<file path="config.mk">
export PLATFORM = sky130hd
export DESIGN_NAME = hclc_pos_enc
export DESIGN_NICKNAME = d
export VERILOG_FILES = /design/src/rtl/assert_macros.svh /design/src/rtl/hclc_pkg.sv /design/src/rtl/hclc_pos_enc.sv
export SDC_FILE = /design/constraint.sdc
export NUM_CORES = 1
export LEC_CHECK = 0
export BUFFER_PORTS_ARGS = -buffer_cell sky130_fd_sc_hd__buf_2
export CELL_PAD_IN_SITES_DETAIL_PLACEMENT = 0
export CELL_PAD_IN_SITES_GLOBAL_PLACEMENT = 1
export CORE_MARGIN = 10
export CORE_UTILIZATION = 14
export DETAILED_ROUTE_END_ITERATION = 7
export PLACE_DENSITY_LB_ADDON = 0.12
export SYNTH_ARGS = -nofsm -noshare
export SYNTH_HDL_FRONTEND = slang
export SYNTH_SLANG_ARGS = --single-unit
</file>
<file path="constraint.sdc">
create_clock -name vclk -period 3.1
set_input_delay 0.465 -clock vclk [all_inputs]
set_output_delay 0.465 -clock vclk [all_outputs]
set_load 0.005 [all_outputs]
</file>
<file path="src/rtl/assert_macros.svh">
// assertion macros used by the top-level classifier rtl file
`ifndef ASSERT_MACROS_SVH
`define ASSERT_MACROS_SVH

// property checked on every clock edge outside reset
`define HCLC_ASSERT(lbl, prop, msg) \
  lbl: assert property (@(posedge clk) disable iff (!rst_n) (prop)) else $error(msg);

// same-cycle implication checked outside reset
`define HCLC_ASSERT_IMP(lbl, ante, cons, msg) \
  lbl: assert property (@(posedge clk) disable iff (!rst_n) (ante) |-> (cons)) else $error(msg);

`endif

</file>
<file path="src/rtl/hclc_pkg.sv">
// shared types and constants of the hot/cold lru classifier
package hclc_pkg;

  localparam int HOT_DEPTH_DEF  = 64;
  localparam int COLD_DEPTH_DEF = 128;
  localparam int LBA_BITS_DEF   = 32;

  localparam int HOT_SIZE_W  = 7;
  localparam int COLD_SIZE_W = 8;
  localparam int CFG_ADDR_W  = 3;
  localparam int CFG_DATA_W  = 32;

  localparam logic [HOT_SIZE_W-1:0]  HOT_SIZE_RST  = 7'd3;
  localparam logic [COLD_SIZE_W-1:0] COLD_SIZE_RST = 8'd5;

  // register select, taken from the word address bit
  localparam logic REG_HOT_SIZE  = 1'b0;
  localparam logic REG_COLD_SIZE = 1'b1;

  typedef enum logic [2:0] {
    OUT_HOT_HIT  = 3'd0,
    OUT_COLD_HIT = 3'd1,
    OUT_MISS     = 3'd2,
    OUT_QUERY    = 3'd3,
    OUT_IGNORED  = 3'd4
  } outcome_t;

  typedef enum logic [2:0] {
    OP_HOLD       = 3'd0,
    OP_MOVE_FRONT = 3'd1,
    OP_REMOVE     = 3'd2,
    OP_INSERT     = 3'd3,
    OP_CLEAR      = 3'd4
  } cell_op_t;

  typedef struct packed {
    logic     cmp_en;
    logic     key_nz;
    cell_op_t op;
  } cell_ctl_t;

endpackage

</file>
<file path="src/rtl/hclc_pos_enc.sv">
// one-hot match vector to slot index encoder
module hclc_pos_enc #(
  parameter int N = hclc_pkg::HOT_DEPTH_DEF,
  localparam int IW = (N > 1) ? $clog2(N) : 1
) (
  input  logic [N-1:0]  onehot,
  output logic [IW-1:0] pos,
  output logic          any
);

  // at most one bit set, so an or of indexes gives the position
  always_comb begin
    pos = '0;
    for (int i = 0; i < N; i++) begin
      if (onehot[i]) begin
        pos = pos | IW'(i);
      end
    end
  end

  assign any = |onehot;

endmodule

</file>
==> impl_metrics.json, run 1 <==
{
  "status": "finished, final reports clean",
  "antenna_found_initial": 0,
  "final-setup-viol-count": 0,
  "fin_tns_setup_ps": 0,
  "clock_buffers": 0,
  "crit_chain": "buf_2, nor4_1, nand2_1, or3_1, buf_2",
  "drc": 0,
  "dp_hpwl_mm": 2.53,
  "worstSetupPathType": "input pin to output pin",
  "p_leak_nw": 0.308,
  "power_frac_seq": 0,
  "swShare": 0.464,
  "cp_max_fo": 2,
  "peakVddDrop_uv": 30.3,
  "grt_first_pass_wirelength_mm": 4.25,
  "slew_headroom": 0.709,
  "yosysTopAreaCell": "nor4_1",
  "dieWidth_um": 70.1,
  "drv_cap": 0,
  "p_int_mw": 0.0347,
  "drive_gt1_frac": 0.589,
  "coreArea_um2": 2430,
  "required_ps": 2630,
  "rsz0062_at_grt": "false",
  "finalPower_mw": 0.0648,
  "report.final.hold_viol_count": 0,
  "cp_common_cell": "buf_2",
  "synth.area.top_cells": "nor4_1, nor4_2, nand4_1",
  "synthesis.nets": 122,
  "final.setup.worst_slack_ps": 1040,
  "place_ws_ps": 1000,
  "max_freq_mhz": 485,
  "netlist.area_leader.share": 0.391,
  "wl_per_cell_um": 16.3,
  "met2_length_mm": 1.25,
  "dr_wl_met3_um": 169,
  "path_buf_inv": 2,
  "dp_cells": 159,
  "via_per_inst": 4.84,
  "post_cts_buffers": 0,
  "start_kind": "input pin",
  "grt_max_degree": 4,
  "die-area_um2": 4920,
  "start_util": 0.145,
  "maxSlewViolCount": 0,
  "tightest_slew_ps": 432,
  "area_growth_syn_to_layout_pct": 112,
  "fin_util": 0.306,
  "final_cell_mix": "buf_2, nor4_1, nor2_1",
  "hold_slack_ps": 1230,
  "yosysWarningCount": 0,
  "fp.dieH_um": 70.1,
  "dpl-instance-area_um2": 744,
  "gp_congestion": 0.797,
  "drt_first_iter_violations": 16,
  "hold_buffers": 0,
  "num_vias": 770,
  "end_kind": "output pin",
  "nets": 195,
  "avgSynthCellArea_um2": 6.06,
  "p_per_area_nw_per_um2": 87.0,
  "p_sw_mw": 0.0301,
  "met1_length_mm": 1.18,
  "port_buffers": 71,
  "worst_hold_path_type": "input pin to output pin",
  "pwr-share-clk": 0,
  "overflow": 0,
  "regArea_um2": 0,
  "grtUsageTotal": 0.0987,
  "post-route-cell-area_um2": 744,
  "first_global_vias": 906,
  "pwr-share-comb": 1.000,
  "drt.antenna.violating_nets": 0,
  "critical-path-top-delay-family": "simple AND/OR/NAND/NOR gates",
  "totalWireLength_mm": 2.59,
  "yosysSeqAreaShare": 0,
  "mostFrequentLayoutCell": "buf_2",
  "n_antenna_cell": 0,
  "finalCritPeriodShare": 0.665,
  "rows": 18,
  "num_io_pins": 71,
  "slowest_stage": "nor4_1",
  "ctsResizeCount": 0,
  "cpPeakStageDelay_ps": 410,
  "dr.max_layer_used": "met3",
  "first_pass_iters": 4,
  "netlist_instances": 58,
  "seq_cells": 0,
  "cp.arrival_ps": 1600,
  "finalCriticalPeriod_ps": 2060,
  "ys_types": 10,
  "netlist_area_um2": 352,
  "finalNonFillerCells": 159
}
[cell usage after synthesis (all sizes together)]
cell type and count:
nor4 27, nor2 10, nand4 6, nand2 5, nand3 5, or3 2
and3 1, and4 1, nor3 1
[layout make-up]
type,count,area [µm²]
fillers,292,1690
repair buffers,71,355
multi-input cells,58,352
well taps,30,37.5
[path summary, 6_finish.rpt]
path	end	start	depth (start not counted)	slack, ps
worst min-delay path	pos[2]	onehot[20]	4	1230
worst max-delay path	pos[4]	onehot[28]	5	1040
[power groups by stage]
stage | logic, mW | registers, mW | clock network [mW]
after floorplan | 0.0101 | 0 | 0
after global placement | 0.0646 | 0 | 0
after detailed placement | 0.0656 | 0 | 0
after CTS | 0.0659 | 0 | 0
after global routing | 0.0726 | 0 | 0
final | 0.0648 | 0 | 0
[cell families (layout without fill, tap and decap cells)]
group / count (synthesis) / after routing / synth area share
buffers and inverters: 0 / 71 / 0
and+or+nand+nor: 58 / 58 / 1.00
[layer usage]
layer,vias up,GRT usage
met2,38,0.170
li1,398,-
met4,0,0
met3,0,0.0184
met5,-,0
met1,334,0.130
[tightest hold or removal path: cells and delay by family]
kind	cells	cell delay (ps)
and+or+nand+nor	2	110
buffers and inverters	2	200
(Power assumes the default switching activity.)
==> run 2: changes to the inputs <==
--- a/config.mk
+++ b/config.mk
@@ -9,7 +9,7 @@
 export CELL_PAD_IN_SITES_DETAIL_PLACEMENT = 0
 export CELL_PAD_IN_SITES_GLOBAL_PLACEMENT = 1
 export CORE_MARGIN = 10
-export CORE_UTILIZATION = 14
+export CORE_UTILIZATION = 13
 export DETAILED_ROUTE_END_ITERATION = 7
 export PLACE_DENSITY_LB_ADDON = 0.12
 export SYNTH_ARGS = -nofsm -noshare
==> constraint.sdc (replaced) <==
create_clock -name vclk -period 1.9
set_input_delay 0.285 -clock vclk [all_inputs]
set_output_delay 0.285 -clock vclk [all_outputs]
set_load 0.005 [all_outputs]
==> run 2 against run 1 <==
Critical path depth unchanged. Count of clock-buffer cells in the layout unchanged. Worst setup slack got worse by 890 ps. Final area increased by 1.0%. Critical endpoint unchanged. Hold slack got worse by 370 ps.
==> impl_metrics.json, run 2 (synthesized netlist as in run 1, its figures left out) <==
{
  "startpoint": "onehot[29]",
  "worstSetupPathType": "input pin to output pin",
  "drt_first_iter_violations": 18,
  "first_pass_iters": 4,
  "mostFrequentLayoutCell": "buf_2",
  "end_kind": "output pin",
  "start_kind": "input pin",
  "n_antenna_cell": 0,
  "wl_per_cell_um": 17.1,
  "final_cell_mix": "buf_2, nor4_1, nor2_1",
  "gp_congestion": 0.729,
  "port_buffers": 71,
  "first_global_vias": 898,
  "finalCritPeriodShare": 0.923,
  "status": "finished, final reports clean",
  "cpPeakStageDelay_ps": 450,
  "crit_chain": "buf_2, nor4_1, nand2_1, or3_1, buf_2",
  "clock_buffers": 0,
  "rsz0062_at_grt": "false",
  "p_per_area_nw_per_um2": 142,
  "grt_max_degree": 4,
  "coreArea_um2": 2520,
  "worst_hold_path_type": "input pin to output pin",
  "hold_buffers": 0,
  "via_per_inst": 5.01,
  "min_to": "pos[5]",
  "drv_cap": 0,
  "finalNonFillerCells": 160,
  "regArea_um2": 0,
  "grtUsageTotal": 0.0908,
  "min_from": "onehot[48]",
  "tightest_slew_ps": 472,
  "rows": 18,
  "ctsResizeCount": 0,
  "slew_headroom": 0.682,
  "p_leak_nw": 0.313,
  "fin_tns_setup_ps": 0,
  "max_freq_mhz": 570,
  "peakVddDrop_uv": 39.0,
  "antenna_found_initial": 0,
  "dp_cells": 160,
  "nets": 196,
  "cp_max_fo": 2,
  "drc": 0,
  "dp_hpwl_mm": 2.64,
  "final-setup-viol-count": 0,
  "start_util": 0.139,
  "drive_gt1_frac": 0.592,
  "fp.dieH_um": 72.0,
  "maxSlewViolCount": 0,
  "die-area_um2": 5180,
  "num_vias": 801,
  "cp_common_cell": "buf_2",
  "totalWireLength_mm": 2.73,
  "filler_cell_count": 328,
  "post_cts_buffers": 0,
  "drt.antenna.violating_nets": 0,
  "required_ps": 1620,
  "area_growth_syn_to_layout_pct": 114,
  "slowest_stage": "nor4_1",
  "hold_slack_ps": 858,
  "seq_cells": 0,
  "grt_first_pass_wirelength_mm": 4.06,
  "whs_path_depth": 4,
  "num_io_pins": 71,
  "overflow": 0,
  "cp.arrival_ps": 1470,
  "finalCriticalPeriod_ps": 1750,
  "report.final.hold_viol_count": 0,
  "dieWidth_um": 72.0
}
[run 2: metrics by stage]
step	power [mW]	cell area [µm²]	utilization	setup WS (ps)
after detailed placement	0.108	752	0.298	170
final	0.107	752	0.298	147
after CTS	0.109	752	0.298	169
after global routing	0.118	752	0.298	111
after global placement	0.107	752	0.298	110
after floorplan	0.0165	352	-	571
[run 2: routing by layer]
| layer | up-vias | track usage | routed length (µm) |
|---|---|---|---|
| li1 | 397 | - | - |
| met1 | 364 | 0.106 | 1120 |
| met2 | 40 | 0.170 | 1380 |
| met3 | 0 | 0.0245 | 237 |
| met4 | 0 | 0 | 0 |
| met5 | - | 0 | 0 |
[run 2: final cells by class]
type	instances	area, µm²	share of cell area
multi-input combinational	58	352	0.468
tap	30	37.5	0.0499
timing repair buffer	72	363	0.483
[run 2: worst max-delay path, delay by kind of cell]
kind                   cells  cell delay [ps]
AND/OR/NAND/NOR            3              940
buffers and inverters      2              230
[run 2: worst max-delay path by stage]
| stage | endpoint | slack (ps) | cells past startpoint |
|---|---|---|---|
| 2_1_floorplan | pos[4] | 570 | 3 |
| 3_3_place_gp | pos[4] | 110 | 5 |
| 3_5_place_dp | pos[4] | 170 | 5 |
| 4_1_cts | pos[4] | 170 | 5 |
| 5_1_grt | any | 110 | 6 |
| 6_report | pos[4] | 150 | 5 |
[run 2: power by group]
group          total [mW]  switching (mW)  internal [mW]
clock                   0               0              0
combinational       0.107          0.0499         0.0572
sequential              0               0              0
total               0.107          0.0499         0.0572
==> run 3: changes to the inputs <==
--- a/config.mk
+++ b/config.mk
@@ -8,6 +8,7 @@
 export BUFFER_PORTS_ARGS = -buffer_cell sky130_fd_sc_hd__buf_2
 export CELL_PAD_IN_SITES_DETAIL_PLACEMENT = 0
 export CELL_PAD_IN_SITES_GLOBAL_PLACEMENT = 1
+export CORE_ASPECT_RATIO = 1.4
 export CORE_MARGIN = 10
 export CORE_UTILIZATION = 13
 export DETAILED_ROUTE_END_ITERATION = 7
==> run 3 against run 2 <==
Die area rose by 0.57%. Sequential share of layout area did not move. Final area rose by 1.0%. Core utilization fell by 0.77 points. Wire length rose by 2.4%. Combinational power barely moved. Critical path depth did not move. Largest power group unchanged.
==> impl_metrics.json, run 3 (synthesized netlist as in run 1, its figures left out) <==
{
  "grt_max_degree": 4,
  "p_leak_nw": 0.313,
  "place_ws_ps": 101,
  "rows": 22,
  "start_util": 0.134,
  "p_int_mw": 0.0572,
  "coreArea_um2": 2620,
  "status": "finished, final reports clean",
  "p_per_area_nw_per_um2": 140,
  "final.setup.worst_slack_ps": 131,
  "clock_buffers": 0,
  "first_pass_iters": 4,
  "cp-endpoint": "pos[4]",
  "dp_hpwl_mm": 2.72,
  "grtUsageTotal": 0.0909,
  "cp_common_cell": "buf_2",
  "fp.dieH_um": 81.5,
  "ctsResizeCount": 0,
  "cpPeakStageDelay_ps": 440,
  "overflow": 0,
  "drc": 0,
  "cp_max_fo": 2,
  "startpoint": "onehot[53]",
  "critical-path-top-delay-family": "simple AND/OR/NAND/NOR gates",
  "worstSetupPathType": "input pin to output pin",
  "finalPower_mw": 0.106,
  "post_cts_buffers": 0,
  "drt.antenna.violating_nets": 0,
  "power_frac_seq": 0,
  "die-area_um2": 5210,
  "cp.arrival_ps": 1480,
  "worst_hold_path_type": "input pin to output pin",
  "seq_cells": 0,
  "end_kind": "output pin",
  "hold_buffers": 0,
  "pwr-share-clk": 0,
  "area_growth_syn_to_layout_pct": 116,
  "path_depth": 5,
  "drv_cap": 0,
  "mostFrequentLayoutCell": "buf_2",
  "grt_first_pass_wirelength_mm": 3.90,
  "first_global_vias": 864,
  "required_ps": 1620,
  "n_antenna_cell": 0,
  "finalCriticalPeriod_ps": 1770,
  "regArea_um2": 0,
  "slew_headroom": 0.687,
  "report.final.hold_viol_count": 0,
  "finalCritPeriodShare": 0.931,
  "path_buf_inv": 2,
  "final_cell_mix": "buf_2, nor4_1, nor2_1",
  "fin_tns_setup_ps": 0,
  "swShare": 0.462,
  "maxSlewViolCount": 0,
  "wl_per_cell_um": 16.9,
  "crit_chain": "buf_2, nor4_1, nand3_1, or3_1, buf_2",
  "via_per_inst": 4.75,
  "num_vias": 789,
  "p_sw_mw": 0.0491,
  "slowest_stage": "nor4_1",
  "antenna_found_initial": 0,
  "port_buffers": 71,
  "tightest_slew_ps": 465,
  "filler_cell_count": 331,
  "peakVddDrop_uv": 37.6,
  "gp_congestion": 0.738,
  "nets": 196,
  "totalWireLength_mm": 2.80,
  "rsz0062_at_grt": "false",
  "drt_first_iter_violations": 20,
  "drive_gt1_frac": 0.592,
  "num_io_pins": 71,
  "final-setup-viol-count": 0,
  "pwr-share-comb": 1.000,
  "multiInputGateArea_um2": 352,
  "start_kind": "input pin",
  "dieWidth_um": 64.0,
  "max_freq_mhz": 565
}
[run 3: cell counts in the layout (fill, tap and decap cells not counted)]
Identical to the previous run, type by type.
[run 3: power groups by stage]
stage / Sequential [mW] / Clock (mW) / Combinational [mW]
detailed placement: 0 / 0 / 0.108
finish: 0 / 0 / 0.106
floorplan: 0 / 0 / 0.0165
CTS: 0 / 0 / 0.108
global route: 0 / 0 / 0.118
global placement: 0 / 0 / 0.107
[run 3: worst min path at each step]
stage,start,endpoint,slack [ps],cells after the start
after floorplan,onehot[51],pos[5],660,2
after global placement,onehot[24],pos[3],870,4
after detailed placement,onehot[24],pos[3],870,4
after CTS,onehot[24],pos[3],870,4
after global routing,onehot[24],pos[3],890,4
final,onehot[48],pos[5],870,4
[run 3: cell type report]
class,count,area share
Multi-Input combinational cell,58,0.463
Timing Repair Buffer,72,0.478
Tap cell,36,0.0593
[run 3: routing by layer]
metal  GRT usage  share of wire  up-vias
li1            -              -      399
met1      0.0853           0.35      356
met2       0.200           0.59       34
met3      0.0218          0.063        0
met4           0              0        0
met5           0              0        -
[run 3: metrics by stage]
stage	instance area [µm²]	instances	utilization	hold slack [ps]
after floorplan	352	58	-	657
after global placement	759	166	0.290	870
after detailed placement	759	166	0.290	873
after CTS	759	166	0.290	873
after global routing	759	166	0.290	886
final	759	166	0.290	869
